$ cat config.mk
export PLATFORM = sky130hd
export DESIGN_NAME = gwf_div
export DESIGN_NICKNAME = d
export VERILOG_FILES = /design/src/rtl/gaussian_window_filter_top_macros.svh /design/src/rtl/gwf_pkg.sv /design/src/rtl/gwf_div.sv
export SDC_FILE = /design/constraint.sdc
export NUM_CORES = 1
export LEC_CHECK = 0
export ABC_CLOCK_PERIOD_IN_PS = 3200
export BUFFER_PORTS_ARGS = -buffer_cell sky130_fd_sc_hd__buf_2
export CORE_MARGIN = 8
export CORE_UTILIZATION = 50
export DETAILED_ROUTE_END_ITERATION = 6
export PLACE_DENSITY_LB_ADDON = 0.2
export SLEW_MARGIN = 15
export SYNTH_ARGS = -nofsm -noshare
export SYNTH_HDL_FRONTEND = slang
export SYNTH_SLANG_ARGS = --single-unit
$ cat constraint.sdc
create_clock -name clock -period 3.2 [get_ports clock]
set_input_delay 0.16 -clock clock [delete_from_list [all_inputs] [get_ports clock]]
set_output_delay 0.16 -clock clock [all_outputs]
set_load 0.02 [all_outputs]
$ cat src/rtl/gaussian_window_filter_top_macros.svh
//------------------------------------------------------------------------------
// Gaussian window filter assertion macros
// Shared property macros for the filter RTL; empty when SYNTH is defined.
//------------------------------------------------------------------------------
`ifndef GAUSSIAN_WINDOW_FILTER_TOP_MACROS_SVH
`define GAUSSIAN_WINDOW_FILTER_TOP_MACROS_SVH

`ifndef SYNTH
// consequent must hold in the same cycle as the antecedent
`define GWF_ASSERT_SAME(lbl, clk, rst, ante, cons, msg) \
   lbl: assert property (@(posedge clk) disable iff (rst) (ante) |-> (cons)) \
      else $error(msg);
// consequent must hold in the cycle after the antecedent
`define GWF_ASSERT_NEXT(lbl, clk, rst, ante, cons, msg) \
   lbl: assert property (@(posedge clk) disable iff (rst) (ante) |=> (cons)) \
      else $error(msg);
`else
`define GWF_ASSERT_SAME(lbl, clk, rst, ante, cons, msg)
`define GWF_ASSERT_NEXT(lbl, clk, rst, ante, cons, msg)
`endif

`endif

$ cat src/rtl/gwf_pkg.sv
//------------------------------------------------------------------------------
// Gaussian window filter package
// Sizes, codes and beat types shared by the filter modules.
//------------------------------------------------------------------------------
package gwf_pkg;

   // row band geometry (band depth is a power of two)
   localparam int BAND_BITS   = 3;
   localparam int BAND_ROWS   = 1 << BAND_BITS;
   localparam int COL_BITS    = 12;
   localparam int MAX_WIDTH   = 1 << COL_BITS;
   localparam int BAND_DEPTH  = BAND_ROWS * MAX_WIDTH;
   localparam int BAND_ADDR_W = BAND_BITS + COL_BITS;
   localparam int PIX_W       = 16;
   localparam int RGB_W       = 3 * PIX_W;

   // weight table
   localparam int TBL_BITS    = 9;
   localparam int TABLE_DEPTH = 1 << TBL_BITS;
   localparam int WGT_W       = 16;

   // datapath widths
   localparam int POS_W   = 14;
   localparam int DABS_W  = 38;
   localparam int DIST_W  = 22;
   localparam int MUL_A_W = 24;
   localparam int MUL_B_W = 22;
   localparam int MUL_P_W = MUL_A_W + MUL_B_W;
   localparam int SQ_W    = 44;
   localparam int ACC_W   = 43;
   localparam int WS_W    = 26;

   localparam logic [DIST_W-1:0] DIST_SAT = DIST_W'(32 << 16);

   // shared divider
   localparam int DIV_NUM_W = ACC_W;
   localparam int DIV_DEN_W = WS_W;
   localparam int DIV_CNT_W = $clog2(DIV_NUM_W + 1);

   // register file
   localparam int CSR_ADDR_W = 5;
   localparam int CSR_DATA_W = 32;

   localparam logic [2:0] REG_X_SCALE    = 3'd0;
   localparam logic [2:0] REG_Y_SCALE    = 3'd1;
   localparam logic [2:0] REG_INV_RADIUS = 3'd2;
   localparam logic [2:0] REG_X_SEARCH   = 3'd3;
   localparam logic [2:0] REG_Y_SEARCH   = 3'd4;
   localparam logic [2:0] REG_WRAP       = 3'd5;
   localparam logic [2:0] REG_PIC_WIDTH  = 3'd6;
   localparam logic [2:0] REG_PIC_HEIGHT = 3'd7;

   // item kinds
   localparam logic [1:0] KIND_STORE  = 2'd0;
   localparam logic [1:0] KIND_TABLE  = 2'd1;
   localparam logic [1:0] KIND_FILTER = 2'd2;

   typedef struct packed {
      logic [1:0]          kind;
      logic [11:0]         pixel_row;
      logic [11:0]         pixel_col;
      logic [PIX_W-1:0]    red_in;
      logic [PIX_W-1:0]    green_in;
      logic [PIX_W-1:0]    blue_in;
      logic [TBL_BITS-1:0] weight_addr;
      logic [WGT_W-1:0]    weight_word;
      logic [11:0]         centre_x;
      logic [11:0]         centre_y;
      logic [11:0]         out_col;
      logic [11:0]         out_row;
   } req_type;

   typedef struct packed {
      logic [PIX_W-1:0] red_out;
      logic [PIX_W-1:0] green_out;
      logic [PIX_W-1:0] blue_out;
   } rsp_type;

   typedef struct packed {
      logic                 start;
      logic [DIV_NUM_W-1:0] num;
      logic [DIV_DEN_W-1:0] den;
   } div_req_type;

   typedef struct packed {
      logic                 busy;
      logic                 done;
      logic [DIV_NUM_W-1:0] quot;
      logic [DIV_DEN_W-1:0] rem;
   } div_rsp_type;

endpackage

$ cat src/rtl/gwf_div.sv
//------------------------------------------------------------------------------
// Shared divider
// Restoring divider, one quotient bit per cycle, quotient and remainder out.
//------------------------------------------------------------------------------
module gwf_div (
   input  logic                  clock,
   input  logic                  reset,
   input  gwf_pkg::div_req_type  div_req,
   output gwf_pkg::div_rsp_type  div_rsp
);

   import gwf_pkg::*;

   logic [DIV_NUM_W-1:0] quot_ff, quot_in;
   logic [DIV_DEN_W-1:0] rem_ff, rem_in;
   logic [DIV_DEN_W-1:0] den_ff, den_in;
   logic [DIV_CNT_W-1:0] cnt_ff, cnt_in;
   logic                 busy_ff, busy_in;
   logic                 done_ff, done_in;
   logic [DIV_DEN_W:0]   shifted;
   logic [DIV_DEN_W:0]   diff;
   logic                 fits;

   // one trial subtract per cycle
   always_comb begin
      shifted = {rem_ff, quot_ff[DIV_NUM_W-1]};
      diff    = shifted - {1'b0, den_ff};
      fits    = (shifted >= {1'b0, den_ff});
      quot_in = quot_ff;
      rem_in  = rem_ff;
      den_in  = den_ff;
      cnt_in  = cnt_ff;
      busy_in = busy_ff;
      done_in = 1'b0;
      if (div_req.start) begin
         quot_in = div_req.num;
         rem_in  = '0;
         den_in  = div_req.den;
         cnt_in  = DIV_CNT_W'(DIV_NUM_W);
         busy_in = 1'b1;
      end else if (busy_ff) begin
         quot_in = {quot_ff[DIV_NUM_W-2:0], fits};
         rem_in  = fits ? diff[DIV_DEN_W-1:0] : shifted[DIV_DEN_W-1:0];
         cnt_in  = cnt_ff - DIV_CNT_W'(1);
         if (cnt_ff == DIV_CNT_W'(1)) begin
            busy_in = 1'b0;
            done_in = 1'b1;
         end
      end
   end

   always_ff @(posedge clock) begin
      if (reset) begin
         busy_ff <= 1'b0;
         done_ff <= 1'b0;
         cnt_ff  <= '0;
      end else begin
         busy_ff <= busy_in;
         done_ff <= done_in;
         cnt_ff  <= cnt_in;
      end
      quot_ff <= quot_in;
      rem_ff  <= rem_in;
      den_ff  <= den_in;
   end

   assign div_rsp.busy = busy_ff;
   assign div_rsp.done = done_ff;
   assign div_rsp.quot = quot_ff;
   assign div_rsp.rem  = rem_ff;

endmodule

; Yosys cells after proc, flatten, opt, wreduce, memory -nomap -nowiden
; Cells that the tools add are included.
[op_classes]
add_sub_neg = 2
magnitude_cmp = 1
eq_ne = 1
muxes = 9
bitwise = 1
reduce_logical = 3
[ops]
columns = cell, count
row1 = $mux W43, 2
row2 = $ge A27 B26 Y1, 1
row3 = $mux W26, 1
row4 = $sub A26 B26 Y26, 1
row5 = $mux W6, 2
row6 = $eq A6 B1 Y1 const B, 1
row7 = $sub A6 B1 Y6 const B, 1
row8 = $mux W1, 4
row9 = $reduce_or A3 Y1, 1
row10 = $reduce_bool A2 Y1, 1
row11 = $reduce_or A2 Y1, 1
row12 = $not A1 Y1, 1
[totals]
regBits = 103
inputBits = 72
output_inout_bits = 71
word_cells = 24

; Logic depth before layout (Yosys ltp)
[depth]
word_depth = 4
mapped_depth = 12
ltp_nobuf = 12

; Least setup slack after synthesis
; Ideal clock, no wire load.
[synth_timing]
path_type = flip-flop to flip-flop
startpoint = register quot_ff[42]
endpoint = register rem_ff[24]
setup_ps = 123
t_arrival_ps = 2651
t_required_ps = 3077
path_slack_ps = 426
stages_incl_launch_ff = 13
n_path_buf = 0
synth_period_minus_slack_ps = 2774
path_cell_list = edfxtp_1 > inv_1 > ha_1 > inv_1 > fa_1 > a21o_1 > a21oi_1 > o21ai_2 > a2111oi_4 > o41ai_2 > a221oi_2 > xor2_1 > o21ai_1
[synth_between]
elab_chain_cells = 2
word_cells_on_any_way = 3
classes_between = add/sub: 1 / order compare: 1 / mux: 1
[synth_rtl]
columns = element, line
row1 = "start, declared", gwf_div.sv:14  ; logic [DIV_NUM_W-1:0] quot_ff, quot_in;
row2 = "start signal, assigned", gwf_div.sv:62  ; quot_ff <= quot_in;
row3 = $sub A26 B26 Y26 or $ge A27 B26 Y1 (tied branches), "gwf_div.sv:27, gwf_div.sv:28"
row4 = $mux W26 (*), gwf_div.sv:43  ; rem_in = fits ? diff[DIV_DEN_W-1:0] : shifted[DIV_DEN_W-1:0];
row5 = "end signal, assigned", gwf_div.sv:63  ; rem_ff <= rem_in;
row6 = "end, declared", gwf_div.sv:15  ; logic [DIV_DEN_W-1:0] rem_ff, rem_in;
; Mark *: on every way between the ends. The rest lies on a longest branch, timed or not.
; A chain may end at the register's enable or synchronous reset.

; Worst setup path in the final report
; Same ends and word-level chain as after synthesis.

==> results_dict.tcl <==
set metrics [dict create \
    p_comb_share_pct 27.7 \
    synthFlopType "edfxtp_1" \
    hold_depth 2 \
    pwr-share-clk_pct 24.5 \
    syn_inst 513 \
    grt_usage_pct 18.93 \
    internal-power_uw 2356 \
    synth_edf_count 69 \
    cts_tree "built" \
    reg2regPathDepth 12 \
    antenna_found_initial 0 \
    p_per_area_nw_per_um2 500.2 \
    worst_setup_path_end_kind "flip-flop" \
    synth_cell_types 61 \
    hold_viol 0 \
    clock_latency_ps 390 \
    die_width_um 121.9 \
    timing_worst_setup_path_type "reg2reg" \
    cts-htree-levels 3 \
    synth_seq_cells 103 \
    synthesis.yosys.warnings 0 \
    cp_common_cell "inv_1" \
    synthesis.nets 614 \
    drc 0 \
    placementRows 38 \
    numCtsBuffers 9 \
    port_buffers 142 \
    vdd.ir_drop.worst_uv 385.7 \
    dp_cells 775 \
    skew_ps 14.29 \
    first_pass_iters 4 \
    synthesis.area_um2 5608 \
    layout.nets 773 \
    status "finished, final reports clean" \
    clock.fmax_ghz 0.3413 \
    worstSetupStartpointType "flip-flop" \
    grt_pass1_vias 4719 \
    p_leak_uw 0.003083 \
    nFillCells 867 \
    pre_cts_slack_ps 319.1 \
    post-route-min-period_ps 2930 \
    stdcell_area_um2 6887 \
    p_sw_uw 1089 \
    core-area_um2 10890 \
    avgSynthCellArea_um2 10.93 \
    fin_crit_sh_pct 91.55 \
    rsz0062_at_grt "false" \
    area_growth_pct 22.80 \
    place_hpwl_um 10140 \
    endpoint "rem_ff[24]" \
    drv_cap 0 \
    via_per_inst 5.405 \
    async_reset_ff_share_pct 0 \
    cts_buffer_depth 2 \
    required_ps 3470 \
    cp_max_fo 4 \
    critPathSlowestCell "a2111oi_4" \
    die-height_um 121.9 \
    worstMarginPinSlew_ps 991.5 \
    rr_startpoint "quot_ff[42]" \
    sequentialPowerShare_pct 47.8 \
    die_area_um2 14860 \
    grt-ovfl-total 0 \
    io_pins 143 \
    wl_um 13690 \
    diodes 0 \
    setup_viol 0 \
    final_common_cell "buf_2" \
    start_util_pct 51.51 \
    final.setup.tns_ps 0 \
    final_cell_mix "buf_2, edfxtp_1, nand2_1, mux2_2, nor2_1" \
    reg2reg_to "rem_ff[24]" \
    cts.sinks 103 \
    ant_nets 0 \
    regToRegSetupSlack_ps 270 \
    cp_cell_sequence "inv_1 > ha_1 > inv_1 > fa_1 > a21o_1 > a21oi_1 > o21ai_2 > a2111oi_4 > o41ai_2 > a221oi_2 > xor2_1 > o21ai_1" \
    min_path_type "in2reg" \
    slew_headroom_pct 33.90 \
    worst_slack_ps 270.4 \
    clockRootBuffer "clkbuf_8" \
    cp.arrival_ps 3200 \
    seq_area_frac_synth_pct 49.09 \
    grt_first_pass_wirelength_um 22630 \
    clkTransAtPathRegs_ps 100 \
    drive_above_1_share_pct 32.50 \
    placed_cell_area_um2 6425 \
    critPathLaunch "quot_ff[42]" \
    grt_start_max_net_pins 45 \
    wl_per_cell_um 16.76 \
    switching_share_pct 31.60 \
    report.final.slew_viol_count 0 \
    fin_util_pct 63.25 \
    num_vias 4416 \
    fin_cells 817 \
    max_stage_delay_ps 480 \
    gp_congestion 0.9058 \
    drt_iter0_markers 198 \
]
==> registers in the layout (all words and copies together), names as in the netlist <==
name	cells
den_ff	26
busy_ff	1
quot_ff	43
cnt_ff	6
done_ff	1
rem_ff	26
==> what timing repair did <==
item,4_1_cts,5_1_grt
hold endpoints to repair,26,0
hold buffers,26,0
setup buffers,0,0
gates resized for setup,0,0
==> worst min-delay path by stage <==
stage	slack (ps)	endpoint	start
after CTS	10	cnt_ff[3]	reset
final	40	cnt_ff[3]	reset
after global routing	30	busy_ff	reset
after detailed placement	340	den_ff[9]	div_req[9]
after floorplan	260	den_ff[0]	div_req[0]
after global placement	340	den_ff[8]	div_req[8]
==> per-stage QoR <==
step,total power (µW),hold slack (ps)
2_1_floorplan,2326,258.9
3_3_place_gp,2581,336.0
5_1_grt,3628,34.25
3_5_place_dp,2602,338.3
6_report,3444,36.85
4_1_cts,3473,12.48
==> layer usage <==
layer  global-route usage (%)  routed length (µm)  vias up
li1                         -                   -     2201
met4                    5.937                 177        0
met5                        0                   0        -
met1                    21.36                5564     2062
met3                    9.671                1397       13
met2                    30.58                6550      140
==> logic make-up (layout without fill, tap and decap cells) <==
family	count (synthesis)	count (layout)	share of synthesized area (%)
AO/OA/AOI/OAI	107	107	14.52
buffers and inverters	58	222	4.172
AND/OR/NAND/NOR	144	144	12.34
flip-flops	103	103	49.09
multiplexers	47	47	9.371
XOR/XNOR	25	25	3.905
adder cells (fa/ha/maj)	29	29	6.604
==> synth_stat cells (all sizes together) (11+ instances only) <==
cell type	count	share of area, %
a21oi	21	1.9
xor2	11	1.7
a311oi	17	2.8
edfxtp	69	37
o21ai	14	1.3
dfxtp	34	12
nor2	43	2.9
xnor2	14	2.2
nand2	48	3.3
ha	28	6.2
buf	15	1.3
mux2	44	8.8
inv	32	2.1
a21o	19	2.5
==> cell type report <==
| class | count | area [µm²] | share of cell area [%] |
|---|---|---|---|
| tap | 140 | 175.2 | 2.544 |
| multi-input combinational | 352 | 2621 | 38.06 |
| inverter | 33 | 123.9 | 1.799 |
| clock buffer | 12 | 145.1 | 2.108 |
| sequential | 103 | 2754 | 39.99 |
| clock inverter | 4 | 56.30 | 0.8176 |
| timing repair buffer | 173 | 1011 | 14.68 |
==> power by group through the flow <==
stage	clock network, µW	logic (µW)	registers (µW)
4_1_cts	869	958	1650
2_1_floorplan	0	562	1760
5_1_grt	908	1060	1660
6_report	844	955	1640
3_3_place_gp	0	910	1670
3_5_place_dp	0	929	1670
==> worst max-delay path, delay by kind of cell, from the launching register on <==
family | cells | cell delay, ps
buf+inv | 2 | 140
compound gates | 7 | 1560
fa+ha+maj | 2 | 560
xor+xnor | 1 | 170
flops | 1 | 390
Note: power is estimated with default switching activity, not from simulation.
