[config.mk]
export PLATFORM = sky130hd
export DESIGN_NAME = gwf_mul
export DESIGN_NICKNAME = d
export VERILOG_FILES = /design/src/rtl/gaussian_window_filter_top_macros.svh /design/src/rtl/gwf_pkg.sv /design/src/rtl/gwf_mul.sv
export SDC_FILE = /design/constraint.sdc
export NUM_CORES = 1
export LEC_CHECK = 0
export ABC_AREA = 1
export ABC_CLOCK_PERIOD_IN_PS = 14020
export BUFFER_PORTS_ARGS = -buffer_cell sky130_fd_sc_hd__buf_4
export CAP_MARGIN = 20
export CELL_PAD_IN_SITES_DETAIL_PLACEMENT = 1
export CELL_PAD_IN_SITES_GLOBAL_PLACEMENT = 1
export CORE_UTILIZATION = 52
export CTS_CLUSTER_DIAMETER = 40
export DETAILED_ROUTE_END_ITERATION = 8
export PLACE_DENSITY = 0.94
export SLEW_MARGIN = 10
export SYNTH_ARGS = -nofsm -noshare
export SYNTH_HDL_FRONTEND = slang
export SYNTH_SLANG_ARGS = --single-unit
[constraint.sdc]
create_clock -name clock -period 14.02 [get_ports clock]
set_input_delay 0.701 -clock clock [delete_from_list [all_inputs] [get_ports clock]]
set_output_delay 0.701 -clock clock [all_outputs]
set_load 0.01 [all_outputs]
[src/rtl/gaussian_window_filter_top_macros.svh]
//------------------------------------------------------------------------------
// Gaussian window filter assertion macros
// Shared property macros for the filter RTL; empty when SYNTH is defined.
//------------------------------------------------------------------------------
`ifndef GAUSSIAN_WINDOW_FILTER_TOP_MACROS_SVH
`define GAUSSIAN_WINDOW_FILTER_TOP_MACROS_SVH

`ifndef SYNTH
// consequent must hold in the same cycle as the antecedent
`define GWF_ASSERT_SAME(lbl, clk, rst, ante, cons, msg) \
   lbl: assert property (@(posedge clk) disable iff (rst) (ante) |-> (cons)) \
      else $error(msg);
// consequent must hold in the cycle after the antecedent
`define GWF_ASSERT_NEXT(lbl, clk, rst, ante, cons, msg) \
   lbl: assert property (@(posedge clk) disable iff (rst) (ante) |=> (cons)) \
      else $error(msg);
`else
`define GWF_ASSERT_SAME(lbl, clk, rst, ante, cons, msg)
`define GWF_ASSERT_NEXT(lbl, clk, rst, ante, cons, msg)
`endif

`endif

[src/rtl/gwf_pkg.sv]
//------------------------------------------------------------------------------
// Gaussian window filter package
// Sizes, codes and beat types shared by the filter modules.
//------------------------------------------------------------------------------
package gwf_pkg;

   // row band geometry (band depth is a power of two)
   localparam int BAND_BITS   = 3;
   localparam int BAND_ROWS   = 1 << BAND_BITS;
   localparam int COL_BITS    = 12;
   localparam int MAX_WIDTH   = 1 << COL_BITS;
   localparam int BAND_DEPTH  = BAND_ROWS * MAX_WIDTH;
   localparam int BAND_ADDR_W = BAND_BITS + COL_BITS;
   localparam int PIX_W       = 16;
   localparam int RGB_W       = 3 * PIX_W;

   // weight table
   localparam int TBL_BITS    = 9;
   localparam int TABLE_DEPTH = 1 << TBL_BITS;
   localparam int WGT_W       = 16;

   // datapath widths
   localparam int POS_W   = 14;
   localparam int DABS_W  = 38;
   localparam int DIST_W  = 22;
   localparam int MUL_A_W = 24;
   localparam int MUL_B_W = 22;
   localparam int MUL_P_W = MUL_A_W + MUL_B_W;
   localparam int SQ_W    = 44;
   localparam int ACC_W   = 43;
   localparam int WS_W    = 26;

   localparam logic [DIST_W-1:0] DIST_SAT = DIST_W'(32 << 16);

   // shared divider
   localparam int DIV_NUM_W = ACC_W;
   localparam int DIV_DEN_W = WS_W;
   localparam int DIV_CNT_W = $clog2(DIV_NUM_W + 1);

   // register file
   localparam int CSR_ADDR_W = 5;
   localparam int CSR_DATA_W = 32;

   localparam logic [2:0] REG_X_SCALE    = 3'd0;
   localparam logic [2:0] REG_Y_SCALE    = 3'd1;
   localparam logic [2:0] REG_INV_RADIUS = 3'd2;
   localparam logic [2:0] REG_X_SEARCH   = 3'd3;
   localparam logic [2:0] REG_Y_SEARCH   = 3'd4;
   localparam logic [2:0] REG_WRAP       = 3'd5;
   localparam logic [2:0] REG_PIC_WIDTH  = 3'd6;
   localparam logic [2:0] REG_PIC_HEIGHT = 3'd7;

   // item kinds
   localparam logic [1:0] KIND_STORE  = 2'd0;
   localparam logic [1:0] KIND_TABLE  = 2'd1;
   localparam logic [1:0] KIND_FILTER = 2'd2;

   typedef struct packed {
      logic [1:0]          kind;
      logic [11:0]         pixel_row;
      logic [11:0]         pixel_col;
      logic [PIX_W-1:0]    red_in;
      logic [PIX_W-1:0]    green_in;
      logic [PIX_W-1:0]    blue_in;
      logic [TBL_BITS-1:0] weight_addr;
      logic [WGT_W-1:0]    weight_word;
      logic [11:0]         centre_x;
      logic [11:0]         centre_y;
      logic [11:0]         out_col;
      logic [11:0]         out_row;
   } req_type;

   typedef struct packed {
      logic [PIX_W-1:0] red_out;
      logic [PIX_W-1:0] green_out;
      logic [PIX_W-1:0] blue_out;
   } rsp_type;

   typedef struct packed {
      logic                 start;
      logic [DIV_NUM_W-1:0] num;
      logic [DIV_DEN_W-1:0] den;
   } div_req_type;

   typedef struct packed {
      logic                 busy;
      logic                 done;
      logic [DIV_NUM_W-1:0] quot;
      logic [DIV_DEN_W-1:0] rem;
   } div_rsp_type;

endpackage

[src/rtl/gwf_mul.sv]
//------------------------------------------------------------------------------
// Shared multiplier
// Unsigned 24 x 22 multiplier with a registered product.
//------------------------------------------------------------------------------
module gwf_mul (
   input  logic                         clock,
   input  logic [gwf_pkg::MUL_A_W-1:0]  mul_a,
   input  logic [gwf_pkg::MUL_B_W-1:0]  mul_b,
   output logic [gwf_pkg::MUL_P_W-1:0]  mul_p
);

   import gwf_pkg::*;

   logic [MUL_P_W-1:0] prod_ff;
   logic [MUL_P_W-1:0] prod_in;

   // product lands in the cycle after the operands
   assign prod_in = MUL_P_W'(mul_a) * MUL_P_W'(mul_b);
   assign mul_p   = prod_ff;

   always_ff @(posedge clock) begin
      prod_ff <= prod_in;
   end

endmodule

Yosys cells after proc, flatten, opt, wreduce, memory -nomap -nowiden
Cells that the tools add are included.
- register bits: 46
- bits in latches: 0
- RAM bits: 0
- memory bits (read-only): 0
- input bits: 47
- output and inout port bits: 46
- logic and storage cells: 2
- memories: 0
- $add $sub $neg: 0
- $mul: 1
- divide/modulo/power cells: 0
- order comparisons: 0
- equality and inequality tests: 0
- shifts and indexed selects: 0
- mux-type cells: 0
- bitwise logic cells: 0
- reduce and logical (&&, ||, !) cells: 0
- operators by type and width (kind ; count):
    $mul 24x22->46 ; 1

Longest topological paths before layout
Gate-level depths: netlist (run 1).
- depth in word-level cells: 1
- mapped depth: 27
- mapped depth without buffers: 26

Worst setup path after synthesis (run 1)
No wires, ideal clock.
- path type: in2reg
- start: in mul_a[18] (netlist bit)
- end: reg prod_ff[43] (netlist: mul_p[43])
- library setup time: 112 ps
- arrival time: 5818 ps
- required time: 13908 ps
- path slack: 8090 ps
- stages: 25
- path buffers: 1
- cell sequence: clkbuf_1 nand2_1 fa_1 inv_1 fa_1 inv_1 fa_1 inv_1 fa_1 fa_1 fa_1 inv_1 fa_1 inv_1 ha_1 nand2_1 inv_1 nand2_1 nand2_1 a21oi_1 nand3_2 nand2_2 nand2_1 nand2_1 nand2_1
- word-level cells in the longest chain between the ends: 1
- ends and longest elaborated chain (item ; RTL line ; text):
    start, declared ; gwf_mul.sv:7 ; input logic [gwf_pkg::MUL_A_W-1:0] mul_a,
    $mul 24x22->46 ; gwf_mul.sv:18 ; assign prod_in = MUL_P_W'(mul_a) * MUL_P_W'(mul_b);
    net prod_in[43] ; gwf_mul.sv:15 ; logic [MUL_P_W-1:0] prod_in;
    end signal, assigned ; gwf_mul.sv:22 ; prod_ff <= prod_in;
    end, declared ; gwf_mul.sv:14 ; logic [MUL_P_W-1:0] prod_ff;
The timed path passes the listed nets, and every way through them passes these cells.

Worst setup path in the final report (run 1)
- start: in mul_a[13] (netlist bit)
- end: reg prod_ff[35] (netlist: mul_p[35])
Same word-level chain as after synthesis.

==> impl_metrics.yaml, run 1 <==
clocking:
  numCtsBuffers: 5
  root_buffer: "clkbuf_16"
  cts.reportedPaths.clkPinSlew_ns: 0.07
  cts.htree.levels: 2
  clock_sinks: 46
  clockBufferDepth: 2
  ctsResizeCount: 0
  ctsHoldBuffers: 0
  post_cts_buffers: 0
  cts_tree: "built"
routing:
  vias_per_cell: 5.921
  firstDrtPassIters: 9
  wl_per_cell_um: 26.77
  drc: 0
  vias: 17977
  ant_nets: 0
  drtIter0Drc: 1683
  drt_wl_total_mm: 81.27
final_layout:
  syn2layout_area_growth_pct: 5.656
  largest_reg_flops: 46
  stdcell_count: 3036
  drive_above_1_share_pct: 5.958
  final_common_cell: "nand2_1"
  final_cell_mix: "823 x nand2_1, 785 x inv_1, 437 x fa_1"
  finalNetCount: 3212
  antenna_cells: 0
sta:
  worstMarginPinSlew_ns: 0.4824
  final_hold_viol_count: 0
  holdWs_ns: 0.8344
  drv_slew: 0
  setup_viol: 0
  finalSetupTns_ns: 0
  fin_crit_ns: 6.747
  period_share_pct: 48.12
  slew_headroom_pct: 67.61
  clock.fmax_mhz: 148.2
  rsz0062_at_grt: "false"
placed_design:
  io_buffers: 92
  gp_congestion: 0.8926
  dp_cells: 3028
  dp.final_hpwl_mm: 58.81
synthesis:
  synthCells: 2560
  yosysWarnings: 0
  synthesis.nets: 3205
  synthTopCellsByArea: "fa_1 45%, nand2_1 16%, inv_1 15%"
  seq_area_frac_synth_pct: 4.763
  synth_top_area_cell: "fa_1"
  ys_ff_latch: 46
  synth_cell_types: 25
  synth.top_cell.area_share_pct: 45.24
  netlist_area_mm2: 0.01934
  syn_area_per_cell_um2: 7.553
die:
  die_h_um: 194.8
  die_w_um: 194.8
  start_util_pct: 52.82
  core-area_mm2: 0.03661
  io_pins: 93
  die_area_mm2: 0.03796
  num_rows: 70
critical_path:
  critPathMostFrequentCell: "nand2_1"
  cp.buffers_inverters: 5
  path_max_fanout: 22
  endpoint_kind: "flip-flop"
  crit_required_ns: 14.21
  crit_path_top_delay_cell: "fa_1"
  crit_family: "adder cells"
  worstSetupPathType: "input port to flip-flop"
  critical-path-max-stage-delay_ns: 0.65
  cp-start-kind: "input port"
  worstPathArrival_ns: 6.94
run_status:
  status: "finished clean"
global_route:
  antenna_found_initial: 0
  track_usage_pct: 44.52
  grt_max_degree: 25
  grt.overflow.total: 0
  grt_pass1_vias: 21311
  grt_pass1_wl_mm: 125.4
worst_hold_path:
  min_path_type: "input port to flip-flop"
flow_run:
  maxCapViolations: 0
-- metal layers --
metal	track usage, %	routed length [µm]	part of all wire (%)
met4	36.86	7925	9.8
met2	72.73	38210	47
met5	0	0	0
met3	12.25	8489	10
met1	48.48	26640	33
-- Yosys cell counts --
cell type	n
nand2_1	823
inv_1	785
fa_1	437
ha_1	161
clkbuf_1	92
nor2_1	54
dfxtp_1	46
a21oi_1	31
nand3_1	27
nand2_2	21
xor2_1	20
nor2_2	11
nand3_2	10
o21bai_1	7
xnor2_1	7
nor2_4	6
inv_2	5
a31oi_1	3
and2_1	3
nand4_1	3
o21ai_0	3
nor3_1	2
and2_4	1
nand2b_1	1
or2_2	1
-- tightest hold or removal path, stage by stage --
cell and delay [ns]:
buf_4 0.22, nand2_1 0.12, inv_1 0.05
-- worst paths after layout --
check,start,end,depth (start not counted)
max,mul_a[13],mul_p[35],25
min,mul_b[0],mul_p[0],3
-- cell type report --
| type | instances | area (µm²) |
|---|---|---|
| Fill cell | 4657 | 16180 |
| Multi-Input combinational cell | 1632 | 15100 |
| Inverter | 790 | 2965 |
| Sequential cell | 46 | 920.9 |
| Timing Repair Buffer | 92 | 690.7 |
| Tap cell | 468 | 585.6 |
| Clock buffer | 7 | 132.6 |
| Clock inverter | 1 | 30.03 |
-- stage by stage --
step,util [%],setup slack [ns],area [µm²]
final,55.80,7.273,20430
after global placement,55.36,7.608,20270
after floorplan,-,8.090,19340
after global routing,55.80,7.222,20430
after detailed placement,55.36,7.335,20270
after CTS,55.80,7.446,20430
-- logic make-up after synthesis --
| group | after synthesis | share of synthesized area (%) |
|---|---|---|
| AO/OA/AOI/OAI | 44 | 1.249 |
| XOR/XNOR | 27 | 1.223 |
| adder cells (fa/ha/maj) | 598 | 55.66 |
| buffers and inverters | 882 | 17.12 |
| flip-flops | 46 | 4.763 |
| AND/OR/NAND/NOR | 963 | 19.98 |
Power of run 1 is left out: the tool's default activity adds up to more than one toggle a clock period on the data nets, which glitch-free logic cannot reach.
==> run 2, diff against run 1 <==
Settings changed: ABC_CLOCK_PERIOD_IN_PS 14020 to 6300, CORE_UTILIZATION 52 to 49, PLACE_DENSITY 0.94 to 0.9.
Clock period 14.02 ns to 6.3 ns, I/O delays scaled along.
==> run 2 against run 1 <==
Net effect: core utilization is 2.9 points lower; hold slack worse by 0.45 ns; sequential cell count unchanged; cell area rose by 0.48%; final cell count is 1.8% higher; critical path depth down 2; sequential share of layout area about the same; largest cell class unchanged; first-iteration DRC count shrank 37%; die area rose by 6.1%; global-route usage decreased by 11 points.
==> impl_metrics.yaml, run 2 (same netlist as run 1, synthesis figures left out) <==
final_layout:
  finalNetCount: 3216
  fill_cells: 4927
  largest_reg_flops: 46
  drive_above_1_share_pct: 6.182
  final_cell_mix: "823 x nand2_1, 785 x inv_1, 437 x fa_1"
  final_common_cell: "nand2_1"
  final_design_area_no_fill_mm2: 0.02053
  syn2layout_area_growth_pct: 6.166
  antenna_cells: 0
global_route:
  grt_max_degree: 25
  antenna_found_initial: 0
  grt_pass1_vias: 19751
  grt_pass1_wl_mm: 105.2
  track_usage_pct: 33.49
  grt.overflow.total: 0
sta:
  clock.fmax_mhz: 165.5
  rsz0062_at_grt: "false"
  period_share_pct: 95.90
  finalSetupTns_ns: 0
  worstMarginPinSlew_ns: 0.3917
  final_hold_viol_count: 0
  slew_headroom_pct: 73.89
  setup_viol: 0
  drv_slew: 0
  fin_crit_ns: 6.042
clocking:
  root_buffer: "clkbuf_16"
  ctsHoldBuffers: 0
  ctsResizeCount: 0
  clock_sinks: 46
  clockBufferDepth: 2
  cts_tree: "built"
  numCtsBuffers: 5
  cts.reportedPaths.clkPinSlew_ns: 0.07
  cts.htree.levels: 2
  post_cts_buffers: 0
critical_path:
  critical-path-max-stage-delay_ns: 0.55
  worstSetupPathType: "input port to flip-flop"
  critPathMostFrequentCell: "fa_1"
  worstPathArrival_ns: 6.24
  path_max_fanout: 24
  endpoint_kind: "flip-flop"
  crit_required_ns: 6.50
  cp-start-kind: "input port"
  crit_path_top_delay_cell: "fa_1"
  worstPathCellList: "buf_4 > nand2_1 > fa_1 > inv_1 > fa_1 > inv_1 > fa_1 > inv_1 > fa_1 > fa_1 > fa_1 > inv_1 > fa_1 > inv_1 > ha_1 > a21oi_1 > nand2_1 > a21oi_1 > nor2_1 > nor2_1 > nand2_1 > nand2_1 > nand2_1"
routing:
  drc: 0
  vias_per_cell: 5.326
  wl_per_cell_um: 20.74
  drtIter0Drc: 1067
  vias: 16456
  ant_nets: 0
  drt_wl_total_mm: 64.09
  firstDrtPassIters: 5
die:
  die_area_mm2: 0.04026
  die_h_um: 200.7
  die_w_um: 200.7
  num_rows: 72
  io_pins: 93
  start_util_pct: 49.80
  core-area_mm2: 0.03883
placed_design:
  gp_congestion: 0.9237
  io_buffers: 92
  place_area_mm2: 0.02036
  dp.final_hpwl_mm: 55.08
worst_hold_path:
  min_path_type: "input port to flip-flop"
  holdPathStages: 3
  hold_start: "mul_a[0]"
  holdPathEnd: "mul_p[0]"
flow_run:
  maxCapViolations: 0
run_status:
  status: "finished clean"
==> run 2: cell types whose count changed in the layout (fill, tap and decap cells not counted) <==
cell | before | now
buf_4 | 92 | 96
clkbuf_1 | 2 | 0
clkinv_2 | 0 | 1
inv_6 | 0 | 1
==> run 2: final cells by class <==
type / instances / area (µm²) / share of cell area, %
Clock buffer: 5 / 125.1 / 0.6095
Sequential cell: 46 / 920.9 / 4.486
Tap cell: 518 / 648.1 / 3.157
Multi-Input combinational cell: 1632 / 15100 / 73.58
Inverter: 790 / 2965 / 14.45
Timing Repair Buffer: 96 / 720.7 / 3.511
Clock inverter: 3 / 43.79 / 0.2133
==> run 2: critical path, delay by kind of cell <==
kind / cells / cell delay (ns)
buffers and inverters: 6 / 0.60
AOI/OAI and AO/OA: 2 / 0.59
adders and majority gates: 8 / 3.97
and+or+nand+nor: 7 / 0.71
==> run 2: metal layers <==
metal | track usage, % | vias up | share of wire [%] | routed length [µm]
li1 | - | 7092 | - | -
met1 | 41.02 | 8441 | 39 | 24940
met2 | 59.91 | 706 | 51 | 32800
met3 | 3.766 | 217 | 5.8 | 3710
met4 | 13.88 | 0 | 4.1 | 2646
met5 | 0 | - | 0 | 0
==> run 2: worst max path at each step <==
stage | start | endpoint | slack [ns] | cells after the start
2_1_floorplan | mul_a[18] | mul_p[43] | 0.76 | 25
3_3_place_gp | mul_b[7] | mul_p[44] | 0.25 | 22
3_5_place_dp | mul_b[7] | mul_p[35] | 0.04 | 25
4_1_cts | mul_b[7] | mul_p[35] | 0.32 | 25
5_1_grt | mul_a[13] | mul_p[35] | 0.09 | 25
6_report | mul_b[7] | mul_p[40] | 0.26 | 23
==> run 2: metrics by stage <==
step | setup WS (ns) | hold WS, ns | utilization (%) | std cells
after global placement | 0.2494 | 0.6864 | 52.44 | 3082
final | 0.2580 | 0.3852 | 52.87 | 3090
after floorplan | 0.7557 | 0.4126 | - | 2560
after detailed placement | 0.03990 | 0.7005 | 52.44 | 3082
after CTS | 0.3167 | 0.3831 | 52.87 | 3090
after global routing | 0.09173 | 0.3961 | 52.87 | 3090
Power of run 2 is left out for the same reason.
==> run 3, diff against run 2 <==
Settings changed: RECOVER_POWER set to 50.
==> run 3 against run 2 <==
Net effect: global-route usage did not move; non-clock buffer count is the same; die area did not move; critical endpoint unchanged; setup slack improved by 0.014 ns.
==> impl_metrics.yaml, run 3 (same netlist as run 1, synthesis figures left out) <==
global_route:
  track_usage_pct: 33.49
  grt_pass1_wl_mm: 105.2
  grt.overflow.total: 0
  grt_max_degree: 25
  grt_pass1_vias: 19751
  antenna_found_initial: 0
final_layout:
  finalNetCount: 3216
  syn2layout_area_growth_pct: 5.313
  drive_above_1_share_pct: 4.471
  final_common_cell: "nand2_1"
  multiInputGateArea_mm2: 0.01510
  antenna_cells: 0
  ff_latch_area_um2: 920.9
  largest_reg_flops: 46
  final_cell_mix: "823 x nand2_1, 785 x inv_1, 437 x fa_1"
  fill_cells: 4949
clocking:
  post_cts_buffers: 0
  cts.htree.levels: 2
  clock_sinks: 46
  ctsResizeCount: 0
  numCtsBuffers: 5
  ctsHoldBuffers: 0
  cts_tree: "built"
  clockBufferDepth: 2
  cts.reportedPaths.clkPinSlew_ns: 0.07
  root_buffer: "clkbuf_16"
die:
  num_rows: 72
  core-area_mm2: 0.03883
  die_h_um: 200.7
  start_util_pct: 49.80
  die_w_um: 200.7
  io_pins: 93
  die_area_mm2: 0.04026
routing:
  vias: 16425
  drt_wl_total_mm: 64.09
  wl_per_cell_um: 20.74
  firstDrtPassIters: 5
  drc: 0
  ant_nets: 0
  drtIter0Drc: 1010
  vias_per_cell: 5.316
critical_path:
  worstSetupPathType: "input port to flip-flop"
  cp-start-kind: "input port"
  crit_required_ns: 6.50
  worstPathArrival_ns: 6.22
  endpoint_kind: "flip-flop"
  path_max_fanout: 24
sta:
  fin_crit_ns: 6.028
  drv_slew: 0
  period_share_pct: 95.69
  setup_viol: 0
  worstMarginPinSlew_ns: 0.3834
  finalSetupTns_ns: 0
  final_hold_viol_count: 0
  slew_headroom_pct: 74.44
  rsz0062_at_grt: "false"
  clock.fmax_mhz: 165.9
flow_run:
  maxCapViolations: 0
placed_design:
  gp_congestion: 0.9237
  io_buffers: 92
  dp.final_hpwl_mm: 55.08
worst_hold_path:
  min_path_type: "input port to flip-flop"
  hold_start: "mul_a[0]"
  holdPathEnd: "mul_p[0]"
  holdPathStages: 3
run_status:
  status: "finished clean"
-- run 3: cell count changes in the layout (fill, tap and decap cells not counted), sizes merged --
cell,delta
clkbuf,+44
buf,-44
-- run 3: final cells by class --
type	count	share of cell area, %
multi-input combinational	1632	74.18
inverter	790	14.56
sequential	46	4.522
tap	518	3.183
timing repair buffer	96	2.728
clock buffer	5	0.6144
clock inverter	3	0.2151
-- run 3: metal layers --
metal	track usage, %	vias up	routed length [µm]
met5	0	-	0
li1	-	7093	-
met4	13.88	0	2555
met1	41.02	8441	25130
met3	3.766	212	3495
met2	59.91	679	32910
-- run 3: how the worst max path moves through the flow --
| stage | startpoint | to | slack [ns] | depth (start not counted) |
|---|---|---|---|---|
| 2_1_floorplan | mul_a[18] | mul_p[43] | 0.76 | 25 |
| 3_3_place_gp | mul_b[7] | mul_p[44] | 0.25 | 22 |
| 3_5_place_dp | mul_b[7] | mul_p[35] | 0.04 | 25 |
| 4_1_cts | mul_b[7] | mul_p[35] | 0.32 | 25 |
| 5_1_grt | mul_a[13] | mul_p[35] | 0.09 | 25 |
| 6_report | mul_b[7] | mul_p[40] | 0.27 | 23 |
-- run 3: stage by stage --
| stage | util (%) | hold slack (ns) | area (µm²) | instances | worst slack [ns] |
|---|---|---|---|---|---|
| after floorplan | - | 0.4126 | 19340 | 2560 | 0.7557 |
| after global placement | 52.44 | 0.6864 | 20360 | 3082 | 0.2494 |
| after detailed placement | 52.44 | 0.7005 | 20360 | 3082 | 0.03990 |
| after CTS | 52.87 | 0.3831 | 20530 | 3090 | 0.3167 |
| after global routing | 52.45 | 0.3961 | 20360 | 3090 | 0.09173 |
| final | 52.45 | 0.3855 | 20360 | 3090 | 0.2717 |
-- run 3: worst max-delay path, stage by stage --
cell     delay (ns)
buf_4          0.29
nand2_1        0.15
fa_1           0.55
inv_1          0.06
fa_1           0.54
inv_1          0.07
fa_1           0.54
inv_1          0.07
fa_1           0.47
fa_1           0.50
fa_1           0.51
inv_1          0.07
fa_1           0.50
inv_1          0.05
ha_1           0.36
a21oi_1        0.31
nand2_1        0.16
a21oi_1        0.27
nor2_1         0.09
nor2_1         0.15
nand2_1        0.07
nand2_1        0.05
nand2_1        0.05
Power of run 3 is left out for the same reason.
